$ cat config.mk
export PLATFORM = sky130hd
export DESIGN_NAME = uf_front
export DESIGN_NICKNAME = d
export VERILOG_FILES = /design/src/hw/rtl/uf_pkg.sv /design/src/hw/rtl/uf_front.sv
export SDC_FILE = /design/constraint.sdc
export NUM_CORES = 1
export LEC_CHECK = 0
export BUFFER_PORTS_ARGS = -buffer_cell sky130_fd_sc_hd__buf_2
export CAP_MARGIN = 20
export CORE_ASPECT_RATIO = 0.8
export CORE_MARGIN = 10
export CORE_UTILIZATION = 35
export CTS_BUF_LIST = sky130_fd_sc_hd__clkbuf_4
export DETAILED_ROUTE_END_ITERATION = 6
export PLACE_DENSITY = 0.81
export SLEW_MARGIN = 10
export SYNTH_ARGS = -nofsm -noshare
export SYNTH_HDL_FRONTEND = slang
export SYNTH_SLANG_ARGS = --single-unit
$ cat constraint.sdc
create_clock -name clk -period 4.2 [get_ports clk]
set_input_delay 0.21 -clock clk [delete_from_list [all_inputs] [get_ports clk]]
set_output_delay 0.21 -clock clk [all_outputs]
set_load 0.01 [all_outputs]
$ cat src/hw/rtl/uf_pkg.sv
// Shared operation codes, field widths and the result type of the union-find table.
`timescale 1ns / 1ps

package uf_pkg;

  // Width of a node number and of a returned root on the ports.
  localparam int FIELD_W = 10;

  // Operation codes as they arrive on the input channel.
  localparam int FUNC_W = 2;
  localparam logic [FUNC_W-1:0] FUNC_FIND  = 2'd0;
  localparam logic [FUNC_W-1:0] FUNC_CHECK = 2'd1;
  localparam logic [FUNC_W-1:0] FUNC_JOIN  = 2'd2;
  localparam logic [FUNC_W-1:0] FUNC_RSVD  = 2'd3;

  // Depth of the queues between the front, the back and the result side.
  localparam int QUEUE_DEPTH = 2;

  typedef struct packed {
    logic [FIELD_W-1:0] root;
    logic               same;
  } res_t;

endpackage

$ cat src/hw/rtl/uf_front.sv
// Front end: takes requests, folds node numbers into range and sorts out the operation.
`timescale 1ns / 1ps

module uf_front
  import uf_pkg::*;
#(
  parameter int NODES = 1024,
  parameter int NW    = 10
) (
  input  logic               clk,
  input  logic               rst_n,
  input  logic               hold,
  input  logic               in_push,
  output logic               in_full,
  input  logic [FUNC_W-1:0]  in_func,
  input  logic [FIELD_W-1:0] in_node_a,
  input  logic [FIELD_W-1:0] in_node_b,
  output logic               cmd_push,
  input  logic               cmd_full,
  output logic [FUNC_W-1:0]  cmd_op,
  output logic [NW-1:0]      cmd_a,
  output logic [NW-1:0]      cmd_b
);

  // Node numbers are folded into range by a reciprocal multiply: the quotient comes from the
  // high bits of the product with a rounded-up reciprocal, then quotient times NODES is
  // subtracted. Twenty fraction bits make the quotient exact for every 10-bit number.
  localparam bit                  FOLD       = (NODES < (1 << FIELD_W));
  localparam int                  RECIP_SH   = 2 * FIELD_W;
  localparam int                  PROD_W     = FIELD_W + RECIP_SH;
  localparam logic [RECIP_SH-1:0] RECIP      =
    FOLD ? RECIP_SH'(((1 << RECIP_SH) + NODES - 1) / NODES) : '0;
  localparam logic [FIELD_W-1:0]  DVS        = FOLD ? FIELD_W'(NODES) : '0;
  localparam logic [1:0]          FOLD_STEPS = FOLD ? 2'd2 : 2'd0;

  logic                busy_r, busy_nxt;
  logic [1:0]          step_r, step_nxt;
  logic [FUNC_W-1:0]   op_r, op_nxt;
  logic [FIELD_W-1:0]  a_r, a_nxt;
  logic [FIELD_W-1:0]  b_r, b_nxt;
  logic [FIELD_W-1:0]  qa_r, qa_nxt;
  logic [FIELD_W-1:0]  qb_r, qb_nxt;
  logic                accept, done;
  logic [PROD_W-1:0]   prod_a, prod_b;
  logic [FIELD_W-1:0]  back_a, back_b;
  logic [FUNC_W-1:0]   in_op;

  assign done     = busy_r && (step_r == 2'd0) && !cmd_full;
  assign in_full  = hold || (busy_r && !done);
  assign accept   = in_push && !in_full;
  assign cmd_push = done;
  assign cmd_op   = op_r;
  assign cmd_a    = NW'(a_r);
  assign cmd_b    = NW'(b_r);

  // The reserved code runs as a find.
  assign in_op = ((in_func == FUNC_CHECK) || (in_func == FUNC_JOIN)) ? in_func : FUNC_FIND;

  assign prod_a = PROD_W'(a_r) * PROD_W'(RECIP);
  assign prod_b = PROD_W'(b_r) * PROD_W'(RECIP);
  // The true product never exceeds the node number, so ten bits hold it.
  assign back_a = qa_r * DVS;
  assign back_b = qb_r * DVS;

  always_comb begin
    busy_nxt = busy_r;
    step_nxt = step_r;
    op_nxt   = op_r;
    a_nxt    = a_r;
    b_nxt    = b_r;
    qa_nxt   = qa_r;
    qb_nxt   = qb_r;
    if (accept) begin
      busy_nxt = 1'b1;
      step_nxt = FOLD_STEPS;
      op_nxt   = in_op;
      a_nxt    = in_node_a;
      b_nxt    = in_node_b;
    end else if (busy_r && (step_r == 2'd2)) begin
      step_nxt = 2'd1;
      qa_nxt   = prod_a[PROD_W-1:RECIP_SH];
      qb_nxt   = prod_b[PROD_W-1:RECIP_SH];
    end else if (busy_r && (step_r == 2'd1)) begin
      step_nxt = 2'd0;
      a_nxt    = a_r - back_a;
      b_nxt    = b_r - back_b;
    end else if (done) begin
      busy_nxt = 1'b0;
    end
  end

  always_ff @(posedge clk) begin
    if (!rst_n) begin
      busy_r <= 1'b0;
      step_r <= 2'd0;
    end else begin
      busy_r <= busy_nxt;
      step_r <= step_nxt;
    end
  end

  always_ff @(posedge clk) begin
    op_r <= op_nxt;
    a_r  <= a_nxt;
    b_r  <= b_nxt;
    qa_r <= qa_nxt;
    qb_r <= qb_nxt;
  end

endmodule

# Word level (Yosys, flattened, before mapping)
# Index checks and enable logic that the tools add are counted.
# W data, S select, Z words.
[classes] eq_ne=3 muxes=6 bitwise_logic=1 reduce_logical=14
[op_table] operator="$mux W10" count=2
[op_table] operator="$logic_and A1 B1 Y1" count=5
[op_table] operator="$mux W1" count=4
[op_table] operator="$logic_not A1 Y1" count=3
[op_table] operator="$eq A2 B1 Y1 const B" count=1
[op_table] operator="$eq A2 B2 Y1 const B" count=1
[op_table] operator="$logic_not A2 Y1" count=1
[op_table] operator="$logic_or A1 B1 Y1" count=2
[op_table] operator="$ne A2 B2 Y1 const B" count=1
[op_table] operator="$reduce_and A2 Y1" count=1
[op_table] operator="$reduce_bool A2 Y1" count=1
[op_table] operator="$reduce_or A2 Y1" count=1
[op_table] operator="$not A1 Y1" count=1
[word_totals] reg_bits=24 input_bits=27 output_inout_bits=24 word_cells=29

# Depth between registers and ports, before layout
[logic_depth] ltp_word=10 mapped_depth=2

# Worst setup path after synthesis
# Ideal clock, no wire load.
[synth_timing] path_type="input-to-reg" start="in hold" end="reg a_r[0] (netlist: cmd_a[0]), enable pin" setup_time_ns=0.408 t_arrival_ns=1.455 required_ns=3.792 slack_ns=2.337 stages=2 cell_sequence="nand2b_4 -> a21oi_1"
[synth_via] elab_chain_len=3
[synth_lines] element="start, declared" line_no="uf_front.sv:12" source="input logic hold,"
[synth_lines] element="$logic_or A1 B1 Y1" line_no="uf_front.sv:49" source="assign in_full = hold || (busy_r && !done);"
[synth_lines] element="$logic_not A1 Y1" line_no="uf_front.sv:50" source="assign accept = in_push && !in_full;"
[synth_lines] element="$logic_and A1 B1 Y1" line_no="uf_front.sv:50"
[synth_lines] element="named net accept" line_no="uf_front.sv:43" source="logic accept, done;"
[synth_lines] element="end signal, assigned" line_no="uf_front.sv:104" source="a_r <= a_nxt;"
[synth_lines] element="end, declared" line_no="uf_front.sv:39" source="logic [FIELD_W-1:0] a_r, a_nxt;"
# The timed path passes the listed nets, and every way through them passes these cells.
# A chain may end at the register's enable or synchronous reset.

# Final worst setup path
[layout_timing] start="reg busy_r" end="out in_full"
[layout_via] elab_chain_len=5
[layout_lines] element="start, declared" line_no="uf_front.sv:36" source="logic busy_r, busy_nxt;"
[layout_lines] element="start signal, assigned" line_no="uf_front.sv:97" source="busy_r <= busy_nxt;"
[layout_lines] element="$logic_and A1 B1 Y1 (2 in a row)" line_no="uf_front.sv:48" source="assign done = busy_r && (step_r == 2'd0) && !cmd_full;"
[layout_lines] element="$logic_not A1 Y1" line_no="uf_front.sv:49"
[layout_lines] element="$logic_and A1 B1 Y1 (*)" line_no="uf_front.sv:49"
[layout_lines] element="$logic_or A1 B1 Y1 (*)" line_no="uf_front.sv:49"
[layout_lines] element="end, declared" line_no="uf_front.sv:14" source="output logic in_full,"
# Mark *: on every way between the ends. The rest lies on a longest branch, timed or not.

==> results.md <==
* Post-Syn Area at 739 um2
* Hold Vio Cnt, Final at 0
* Final period util at 0.281
* Initial antenna violation count at 0
* Post-Route Skew at around 0.0016 ns
* Worst-path clk slew at 0.11 ns
* Clock Tree Buf Depth at 2
* DIE WIDTH at between 70 and 80 um
* CTS Buf Count at 3
* CP Class: flop to output pin
* Vias in the first global route at 522
* Max_slew headroom at 0.780
* Fin Setup TNS at 0 ns
* Setup-failing EPs final at 0
* R2R setup slack at 3.02 ns
* Slew of the pin with the lowest slew margin at between 0.3 and 0.4 ns
* Hold EP: cmd_a[6]
* Final WL at between 1500 and 2000 um
* Aggregate global-route resource usage at 0.0780
* Crit. End Element: output pin
* Worst r2r dst: cmd_b[2]
* Worst reg2reg path depth at 2
* H-tree depth at 1
* CP Launch Type: flop
* Worst Hold Class: primary input to flop
* Post-DR vias/cell at ~4.3
* RSZ-0062 raised after global routing: false
* Routed len/inst at between 15 and 20 um
* Yosys cell types at 8
* LEAKAGE at approximately 0.46 nW
* Max cap viols at 0
* ANT cells at 0
* VDD IR max at around 330 uV
* Global-route wire length before repair at roughly 2600 um
* Clock Latency Late Sink at 0.30 ns
* Post-CTS sizing at 0
* Post-route ant nets at 0
* I/O pins at ~50
* Syn_nets at 58
* Yosys warns at 0
* CP Cell Sequence: nand2_1, nand2b_1, buf_2
* DRC Markers at 0
* Site Rows at 14
* Initial Utilization at 0.380
* IO Port Bufs at 50
* CP peak stage delay at ~0.37 ns
* CTS tree: built
* Post CTS Setup Buffer Count at 0
* DIE AREA at ~0.0044 mm2
* Hold_buf cts at 0
* CP arrival at a little under 1 ns
* 1st-pass router iterations at 2
* Min Tclk post-route at ~1.2 ns
* Worst R2R Start: busy_r
* Gr ovfl total at 0
* Core box area at around 0.0019 mm2
* Max-slew violations at 0
* GPL Wtd Cong at about 0.69
* Worst Path Required at around 4 ns
* Synthesized area per cell at ~24 um2
* Share of cells above drive strength 1 at 0.674
* Crit path max fanout at 3
* Sequential fraction of the synthesis area at 0.920
* Mapped Cells at 31
* Final worst slack at 3.02 ns
* Pin count of the biggest net entering global routing at 23
* Slowest CP cell: dfxtp_1
* Hold slack at between 0.07 and 0.08 ns
* Placed Area at 0.00102 mm2
* Status: finished clean
* CTS root buf: clkbuf_4
* FF+latch count, synth at 23
* Cell area after layout at about 0.0011 mm2
* DR iter-0 viols at 2
* Worst hold path depth at 1
* Sink Count at 23
* Area grow syn2layout at 43.7%
* Die H at slightly above 60 um
* Setup WS pre-CTS at between 2 and 2.5 ns
* DR vias at between 400 and 500
* Nets at around 110
* F_max at around 850 MHz
* PwrDens at approximately 370 mW/mm2
* HP Start: in_node_a[6]
[report_power, final]
group	leakage (nW)	switching (mW)	internal, mW
registers	0.214	0.00216	0.263
logic	0.228	0.0185	0.0181
clock network	0.0177	0.0591	0.0355
[cell families (layout without fill, tap and decap cells)]
group	after synthesis	count (layout)	share of synthesized area
DFF	23	23	0.920
AOI/OAI and AO/OA	2	2	0.0220
and+or+nand+nor	6	6	0.0575
buffers and inverters	0	55	0
[per-layer routing]
layer	up-vias	routed length [um]	GRT usage
li1	229	-	-
met3	0	268	0.0627
met4	0	0	0.00826
met5	-	0	0
met2	39	724	0.121
met1	210	708	0.0856
[registers in the layout (all words and copies together), names as in the netlist]
signal / count
busy_r: 1
cmd_a: 10
cmd_b: 10
cmd_op: 2
[layout by cell type (no fill, tap or decap), drive strengths merged]
cell,instances
nor2b,3
a21boi,1
edfxtp,22
clkbuf,3
nand2b,2
buf,51
a21oi,1
clkinv,1
nand2,1
dfxtp,1
[cell usage after synthesis]
master	instances	area share
a21boi_2	1	0.015
a21oi_1	1	0.0068
dfxtp_1	1	0.027
edfxtp_1	22	0.89
nand2_1	1	0.0051
nand2b_1	1	0.0085
nand2b_4	1	0.019
nor2b_1	3	0.025
[metrics by stage]
step | instances | power, mW | utilization
after global placement | 105 | 0.305 | 0.526
after detailed placement | 105 | 0.307 | 0.526
final | 110 | 0.396 | 0.546
after floorplan | 31 | 0.283 | -
after global routing | 110 | 0.417 | 0.546
after CTS | 109 | 0.403 | 0.541
[worst max-delay path by stage]
stage / start / end / slack (ns) / cells past startpoint
global route: busy_r / in_full / 2.92 / 3
detailed placement: hold / cmd_b[7] / 2.49 / 3
finish: busy_r / in_full / 3.02 / 3
CTS: busy_r / cmd_a[2] / 2.55 / 1
floorplan: hold / cmd_a[0] / 2.34 / 2
global placement: hold / cmd_b[2] / 2.56 / 3
[worst max-delay path, delay by kind of cell (launching register included)]
family	cells	cell delay (ns)
flops	1	0.37
simple gates	2	0.17
buf+inv	1	0.13
[final cells by class]
class                           count  area (um2)
Clock buffer                        3        22.5
Clock inverter                      1        5.00
Fill cell                         165         882
Multi-Input combinational cell      8        62.6
Sequential cell                    23         681
Tap cell                           24        30.0
Timing Repair Buffer               51         262
Note: power is estimated with default switching activity, not from simulation.
