==> src/hw/rtl/uf_fifo.sv <==
// Small first-in first-out queue used between the front, the back and the result ports.
`timescale 1ns / 1ps

module uf_fifo #(
  parameter int W     = 8,
  parameter int DEPTH = 2
) (
  input  logic         clk,
  input  logic         rst_n,
  input  logic         push,
  input  logic [W-1:0] push_data,
  output logic         full,
  input  logic         pop,
  output logic [W-1:0] pop_data,
  output logic         empty
);

  localparam int PW = (DEPTH > 1) ? $clog2(DEPTH) : 1;
  localparam int CW = $clog2(DEPTH + 1);

  logic [W-1:0]  mem [DEPTH];
  logic [PW-1:0] wr_ptr_r, wr_ptr_nxt;
  logic [PW-1:0] rd_ptr_r, rd_ptr_nxt;
  logic [CW-1:0] cnt_r, cnt_nxt;
  logic          do_push, do_pop;

  assign full     = (cnt_r == CW'(DEPTH));
  assign empty    = (cnt_r == '0);
  assign do_push  = push && !full;
  assign do_pop   = pop && !empty;
  assign pop_data = mem[rd_ptr_r];

  always_comb begin
    wr_ptr_nxt = wr_ptr_r;
    rd_ptr_nxt = rd_ptr_r;
    cnt_nxt    = cnt_r;
    if (do_push) begin
      wr_ptr_nxt = (wr_ptr_r == PW'(DEPTH - 1)) ? '0 : wr_ptr_r + PW'(1);
    end
    if (do_pop) begin
      rd_ptr_nxt = (rd_ptr_r == PW'(DEPTH - 1)) ? '0 : rd_ptr_r + PW'(1);
    end
    if (do_push && !do_pop) begin
      cnt_nxt = cnt_r + CW'(1);
    end else if (do_pop && !do_push) begin
      cnt_nxt = cnt_r - CW'(1);
    end
  end

  always_ff @(posedge clk) begin
    if (!rst_n) begin
      wr_ptr_r <= '0;
      rd_ptr_r <= '0;
      cnt_r    <= '0;
    end else begin
      wr_ptr_r <= wr_ptr_nxt;
      rd_ptr_r <= rd_ptr_nxt;
      cnt_r    <= cnt_nxt;
    end
  end

  always_ff @(posedge clk) begin
    if (do_push) begin
      mem[wr_ptr_r] <= push_data;
    end
  end

endmodule

==> config.mk <==
export PLATFORM = sky130hd
export DESIGN_NAME = uf_fifo
export DESIGN_NICKNAME = d
export VERILOG_FILES = /design/src/hw/rtl/uf_fifo.sv
export SDC_FILE = /design/constraint.sdc
export NUM_CORES = 1
export LEC_CHECK = 0
export BUFFER_PORTS_ARGS = -buffer_cell sky130_fd_sc_hd__buf_2
export CORE_UTILIZATION = 52
export CTS_BUF_LIST = sky130_fd_sc_hd__clkbuf_4 sky130_fd_sc_hd__clkbuf_8
export DETAILED_ROUTE_END_ITERATION = 8
export GPL_TIMING_DRIVEN = 0
export PLACE_DENSITY = 0.79
export SLEW_MARGIN = 20
export SYNTH_ARGS = -nofsm -noshare
export SYNTH_HDL_FRONTEND = slang
export SYNTH_SLANG_ARGS = --single-unit
==> constraint.sdc <==
create_clock -name clk -period 2.1 [get_ports clk]
set_clock_uncertainty 0.1 [all_clocks]
set_input_delay 0.105 -clock clk [delete_from_list [all_inputs] [get_ports clk]]
set_output_delay 0.105 -clock clk [all_outputs]
set_load 0.005 [all_outputs]
After elaboration in Yosys (flattened, before gate mapping). Memories as Yosys holds them, arrays and structs flattened. A register that Yosys moved wholly into a read port is not among the register bits. Index checks and enable logic that the tools add are counted.

Register bits after elaboration: 4. RAM bits: 16. Input bits: 12. Output and inout bits: 10. Word-level logic and storage cells: 27. Memories kept: 1.

$add $sub $neg: 4. Equality and inequality tests: 1. Multiplexer cells: 8. Reduce and logical (&&, ||, !) cells: 10.

Memory list: mem (words 2, width 8, rd ports 1, clocked after memory_dff 1, write ports 1, RTL line 21) `logic [W-1:0] mem [DEPTH];`.

Operators by type and width (count): two-way mux 1 bit (6); logical AND 1 bit (4); zero test 1 bit (4); two-way mux 2 bit (2); adder 1 bit (second input constant) (2); adder 2 x 1 -> 2 bit (second input constant) (1); == test 2 bit (second input constant) (1); zero test 2 bit (1); nonzero test 2 bit (1); subtractor 2 x 1 -> 2 bit (second input constant) (1).

Longest topological paths before layout. Gate-level depths: netlist of the first run.

Depth after elaboration: 7. Gate-level depth with buffers: 7. Gate-level depth less buffers: 7.

Least setup slack after synthesis of the first run. OpenSTA, ideal clock, no wires.

Path kind: reg-to-reg. Start: reg cnt_r[0]. End: reg cnt_r[1]. Setup time: 70 ps. Data arrival time: 1384 ps. Required time: 1930 ps. Setup slack: 546 ps. Cell stages (with the launch flop): 7. Buffers on the path: 0. Period minus slack after synthesis: 1554 ps. Cells stage by stage: dfxtp_1 -> nand2b_1 -> inv_2 -> nor2_1 -> ha_1 -> or3_1 -> a21boi_1.

Longest elaborated chain between the ends: 6. Elaborated cells between the ends (all ways): 15. Those cells by class: add/sub: 2; eq/ne: 1; mux: 2; reduce/logical: 10.

Ends and longest elaborated chain: start: declaration (RTL line 24) `logic [CW-1:0] cnt_r, cnt_nxt;`; start signal: assignment (RTL line 58) `cnt_r <= cnt_nxt;`; == test 2 bit * (RTL line 27) `assign full = (cnt_r == CW'(DEPTH));`; net full (RTL line 12) `output logic full,`; zero test 1 bit * (RTL line 29) `assign do_push = push && !full;`; logical AND 1 bit * (RTL line 29); zero test 1 bit (RTL line 45) `end else if (do_pop && !do_push) begin`; logical AND 1 bit (RTL line 45); nonzero test 2 bit (no source line).

Mark *: on every way through the listed nets, which the timed path passes. The rest lies on a longest branch. The select of a mux whose other input is x is not followed. A chain may end at the register's enable or synchronous reset.

Final worst setup path of the first run.
Start: reg cnt_r[0]. End: reg cnt_r[1].

Longest elaborated chain between the ends: 6. Elaborated cells between the ends (all ways): 15. Those cells by class: add/sub: 2; eq/ne: 1; mux: 2; reduce/logical: 10.

Ends and longest elaborated chain (RTL line): == test 2 bit / zero test 2 bit (equally long branches) (27, 28); zero test 1 bit, on equally long branches (29, 30); logical AND 1 bit, on equally long branches (29, 30); zero test 1 bit, on equally long branches (45, 43); logical AND 1 bit, on equally long branches (45, 43); nonzero test 2 bit (no source line) / two-way mux 2 bit (equally long branches).

Parallel ways exist; a longest one is shown, timed or not. The select of a mux whose other input is x is not followed.

==> results of run 1 <==
layout make-up:
class | instances | area share, %
multi-input cells | 26 | 20.55
plain buffers | 1 | 0.4751
clock buffers | 4 | 2.850
well taps | 15 | 1.781
flip-flops and latches | 21 | 55.11
inverters | 2 | 0.7126
repair buffers | 30 | 18.53
where the power goes:
group	total (uW)	leakage (uW)	internal, uW	switching (uW)
combinational	362	0.000216	195	167
sequential	566	0.000191	530	35.8
clock	207	0.0000184	87.1	119
critical path: cells and delay by family (launching register included):
kind / cells / cell delay, ns
flip-flops: 1 / 0.42
AND/OR/NAND/NOR: 3 / 0.64
AO/OA/AOI/OAI: 1 / 0.13
adder cells (fa/ha/maj): 1 / 0.28
buffers and inverters: 1 / 0.06
flip-flops by register name, summed over array words and instances (netlist names), named ones only:
register	cells
rd_ptr_r	1
cnt_r	2
wr_ptr_r	1
mem	16
through the flow:
step	hold slack (ns)	worst slack [ns]	cell area, um^2	instances
2_1_floorplan	0.1039	0.5460	809.5	50
3_5_place_dp	0.1982	0.3963	933.4	86
4_1_cts	0.06126	0.3862	1054	99
5_1_grt	0.06350	0.2469	1054	99
3_3_place_gp	0.1925	0.4679	933.4	86
6_report	0.05789	0.4082	1054	99
routing by layer:
metal,up-vias,global-route usage [%]
met5,-,0
li1,251,-
met1,233,22.65
met4,0,9.677
met3,5,3.913
met2,22,33.13
cells in the final DEF, fill, tap and decap left out:
master	instances
buf_2	22
edfxtp_1	16
dlygate4sd3_1	9
mux2_2	8
dfxtp_1	5
clkbuf_4	4
and2_1	3
nor2_1	2
xnor2_1	2
nand2b_1	1
inv_2	1
inv_1	1
o21ai_1	1
and3_1	1
nor3_2	1
a21boi_0	1
o21a_1	1
xor2_1	1
o21ai_0	1
or3_1	1
a21boi_1	1
ha_1	1
worst paths after layout:
check,start,end,slack [ns],cells past startpoint
worst max-delay path,cnt_r[0]$_SDFFE_PN0P_,cnt_r[1]$_SDFFE_PN0P_,0.41,6
worst min-delay path,push,wr_ptr_r$_SDFFE_PN0N_,0.06,3
worst max register to register,cnt_r[0]$_SDFFE_PN0P_,cnt_r[1]$_SDFFE_PN0P_,0.41,6
worst min register to register,cnt_r[1]$_SDFFE_PN0P_,cnt_r[1]$_SDFFE_PN0P_,0.43,2
cell families after synthesis:
kind of cell	count (synthesis)	share of synthesized area (%)
AO/OA/AOI/OAI	5	4.018
XOR/XNOR	3	3.246
adder cells (fa/ha/maj)	1	1.545
buffers and inverters	3	1.544
flip-flops	21	71.72
multiplexers	8	11.13
AND/OR/NAND/NOR	9	6.803
==> flow_metrics.env, run 1 <==
export IMPL_vias_per_cell=5.162
export IMPL_synth_common_cells="edfxtp_1, mux2_2, dfxtp_1, and2_1"
export IMPL_grt_start_max_net_pins=12
export IMPL_hpwl_um=951.4
export IMPL_clkLatencyLatePin_ns=0.30
export IMPL_syn_num_nets=63
export IMPL_final_antenna_net_count=0
export IMPL_drive_above_1_share_pct=42.86
export IMPL_path_clk_slew_ns=0.11
export IMPL_cellPowerDensity_nw_per_um2=1077
export IMPL_cts_tree="yes"
export IMPL_place_port_buffers=21
export IMPL_yosysMostFrequentCell="edfxtp_1"
export IMPL_yosys_area_top_type="edfxtp_1"
export IMPL_cts_num_sinks=21
export IMPL_critPathArrivalTime_ns=1.84
export IMPL_syn_area_per_cell_um2=16.19
export IMPL_core_area_um2=1366
export IMPL_gr_total_overflow=0
export IMPL_cts_root_buf="clkbuf_4"
export IMPL_cp_slowest_stage_delay_ns=0.42
export IMPL_relSlewSlack_pct=51.67
export IMPL_wl_met1_um=576
export IMPL_fill_cells=82
export IMPL_cts_resized=0
export IMPL_antenna_cells=0
export IMPL_critPathKind="register to register"
export IMPL_start_kind="register"
export IMPL_rows=13
export IMPL_fmax_mhz=591.1
export IMPL_required_ns=2.25
export IMPL_grt_usage_pct=19.26
export IMPL_status="finished clean"
export IMPL_hold_viol_final=0
export IMPL_synth_area_um2=809.5
export IMPL_synth_seq_cells=21
export IMPL_syn_inst=50
export IMPL_synth_cell_types=20
export IMPL_setup_violations=0
export IMPL_tightestPinTransition_ns=0.7210
export IMPL_met3_length_um=64
export IMPL_grt_pass1_wl_um=2408
export IMPL_post_cts_buffers=0
export IMPL_ys_seq_area_share_pct=71.72
export IMPL_start_util_pct=59.25
export IMPL_cts_hold_buf=9
export IMPL_ys_top_cells_by_area="edfxtp_1, dfxtp_1, mux2_2"
export IMPL_p_leak_uw=0.0004251
export IMPL_grt_pass1_vias=536
export IMPL_drt_wl_total_um=1402
export IMPL_ir_drop_uv=765.6
export IMPL_die_width_um=41.46
export IMPL_synth_ff_type="edfxtp_1"
export IMPL_cts_htree_levels=1
export IMPL_synth_edf_count=16
export IMPL_final_max_slew_viol_count=0
export IMPL_cts_max_path_buffers=2
export IMPL_dr_pass1_iters=4
export IMPL_die_area_um2=1719
export IMPL_rsz0062_at_grt="false"
export IMPL_crit_path_max_fanout=5
export IMPL_worst_setup_path_end_kind="register"
export IMPL_antenna_found_initial=0
export IMPL_maxCapViolCount=0
export IMPL_wl_met2_um=729
export IMPL_async_flop_share_pct=0
export IMPL_drc=0
export IMPL_post_route_period_util_pct=80.56
export IMPL_crit_chain="nand2b_1 > inv_2 > nor2_1 > ha_1 > or3_1 > a21boi_1"
export IMPL_register_area_um2=580.6
export IMPL_cts_buffers_inserted=3
export IMPL_finish_net_count=98
export IMPL_die_y_um=41.46
export IMPL_io_pins=22
export IMPL_fin_crit_ns=1.692
export IMPL_yosys_area_top_type_share_pct=59.35
export IMPL_multi_input_area_um2=216.5
export IMPL_yosysWarningCount=0
export IMPL_gp_congestion=0.6626
export IMPL_area_growth_pct=30.14
export IMPL_crit_path_top_delay_cell="dfxtp_1"
export IMPL_vias=511
export IMPL_wl_per_cell_um=14.16
export IMPL_hold_path_class="input pin to register"
export IMPL_first_iter_violations=12
export IMPL_power_uw=1135
export IMPL_tns_ns=0
export IMPL_fin_util_pct=77.11
export IMPL_top_layer_used="met4"
No activity file was read; power rests on OpenSTA's default activity.
==> run 2, diff against run 1 <==
==> constraint.sdc (replaced) <==
create_clock -name clk -period 1.7 [get_ports clk]
set_clock_uncertainty 0.1 [all_clocks]
set_input_delay 0.085 -clock clk [delete_from_list [all_inputs] [get_ports clk]]
set_output_delay 0.085 -clock clk [all_outputs]
set_load 0.005 [all_outputs]
==> flow_metrics.env, run 2 (same netlist as run 1, synthesis figures left out) <==
export IMPL_grt_pass1_wl_um=2408
export IMPL_finish_net_count=98
export IMPL_top_regs="mem (16), cnt_r (2)"
export IMPL_grt_pass1_vias=536
export IMPL_post_cts_buffers=0
export IMPL_final_antenna_net_count=0
export IMPL_vias=518
export IMPL_met2_usage_pct=33.13
export IMPL_path_clk_slew_ns=0.11
export IMPL_register_area_um2=585.6
export IMPL_grt_usage_pct=19.26
export IMPL_cts_max_path_buffers=2
export IMPL_gp_congestion=0.6626
export IMPL_cts_buffers_inserted=3
export IMPL_cellPowerDensity_nw_per_um2=1338
export IMPL_p_leak_uw=0.0004293
export IMPL_relSlewSlack_pct=52.05
export IMPL_holdWs_ns=0.04151
export IMPL_required_ns=1.84
export IMPL_hold_viol_final=0
export IMPL_top_register="mem"
export IMPL_antenna_found_initial=0
export IMPL_post_route_period_util_pct=95.42
export IMPL_rows=13
export IMPL_fill_cells=80
export IMPL_drc=0
export IMPL_die_y_um=41.46
export IMPL_place_port_buffers=21
export IMPL_cts_num_sinks=21
export IMPL_die_area_um2=1719
export IMPL_final_cell_mix="buf_2, edfxtp_1, dlygate4sd3_1"
export IMPL_grt_start_max_net_pins=12
export IMPL_die_width_um=41.46
export IMPL_fin_area_um2=1066
export IMPL_dr_pass1_iters=4
export IMPL_tightestPinTransition_ns=0.7153
export IMPL_start_util_pct=59.25
export IMPL_mostFrequentLayoutCell="buf_2"
export IMPL_area_growth_pct=31.68
export IMPL_gr_total_overflow=0
export IMPL_fin_crit_ns=1.622
export IMPL_crit_path_max_fanout=5
export IMPL_met1_usage_pct=22.65
export IMPL_largest_reg_flops=16
export IMPL_fin_util_pct=78.02
export IMPL_io_pins=22
export IMPL_worst_setup_path_end_kind="register"
export IMPL_hpwl_um=951.4
export IMPL_status="finished clean"
export IMPL_antenna_cells=0
export IMPL_final_max_slew_viol_count=0
export IMPL_hold_path_class="input pin to register"
export IMPL_clkLatencyLatePin_ns=0.30
export IMPL_core_area_um2=1366
export IMPL_rsz0062_at_grt="false"
export IMPL_critPathArrivalTime_ns=1.76
export IMPL_cts_tree="yes"
export IMPL_wl_per_cell_um=14.24
export IMPL_vias_per_cell=5.232
export IMPL_fmax_mhz=616.5
export IMPL_multi_input_area_um2=224.0
export IMPL_cts_htree_levels=1
export IMPL_gr_usage_met3_pct=3.913
export IMPL_placed_area_um2=933.4
export IMPL_drt_wl_total_um=1410
export IMPL_drive_above_1_share_pct=46.43
export IMPL_critPathKind="register to register"
export IMPL_maxCapViolCount=0
export IMPL_ir_drop_uv=984.4
export IMPL_cts_root_buf="clkbuf_4"
export IMPL_busiest_layer="met2"
export IMPL_start_kind="register"
export IMPL_first_iter_violations=10
export IMPL_setup_violations=0
==> run 2: changes by cell type in the layout (fill, tap and decap cells not counted) <==
| cell | delta |
|---|---|
| dfxtp_4 | +1 |
| dfxtp_1 | -2 |
| nand2b_1 | -1 |
| dfxtp_2 | +1 |
| nand2b_4 | +1 |
==> run 2: area by class of cell <==
class	instances	share of cell area, %
sequential	21	54.93
multi-input combinational	26	21.01
timing repair buffer	30	18.31
clock buffer	4	2.817
tap	15	1.761
inverter	2	0.7042
buffer	1	0.4695
==> run 2: path summary, 6_finish.rpt <==
kind                                            start                     to  slack [ns]  cells after the start
worst max-delay path            cnt_r[1]$_SDFFE_PN0P_  cnt_r[1]$_SDFFE_PN0P_        0.08                      4
worst min-delay path                             push  wr_ptr_r$_SDFFE_PN0N_        0.04                      3
worst max register to register  cnt_r[1]$_SDFFE_PN0P_  cnt_r[1]$_SDFFE_PN0P_        0.08                      4
worst min register to register  cnt_r[1]$_SDFFE_PN0P_  cnt_r[1]$_SDFFE_PN0P_        0.43                      2
==> run 2: worst max-delay path, stage by stage, from the launching register on <==
cell,delay [ns]
dfxtp_2,0.36
o21ai_1,0.28
ha_1,0.33
or3_1,0.36
a21boi_1,0.13
==> run 2: metrics by stage <==
| step | setup WS (ns) | power (uW) | instances | setup TNS, ns |
|---|---|---|---|---|
| 5_1_grt | 0.004138 | 1508 | 99 | 0 |
| 3_3_place_gp | 0.06786 | 1116 | 86 | 0 |
| 2_1_floorplan | 0.1460 | 989.1 | 50 | 0 |
| 3_5_place_dp | -0.003660 | 1143 | 86 | -0.003660 |
| 4_1_cts | 0.04316 | 1405 | 99 | 0 |
| 6_report | 0.07794 | 1427 | 99 | 0 |
==> run 2: power by group <==
part,switching (uW),total [uW],internal (uW)
combinational,208,460,252
clock,146,254,108
sequential,49.9,713,663
==> run 2: timing repair <==
action                     CTS  global route
setup endpoints to repair    1             9
hold buffers                 9             0
hold endpoints to repair    21             0
resized for setup            1             3
gates cloned                 0             0
==> run 2: per-layer routing <==
layer | share of wire [%] | up-vias
met1 | 40 | 232
met2 | 51 | 26
li1 | - | 251
met5 | 0 | -
met4 | 3.8 | 0
met3 | 5.0 | 9
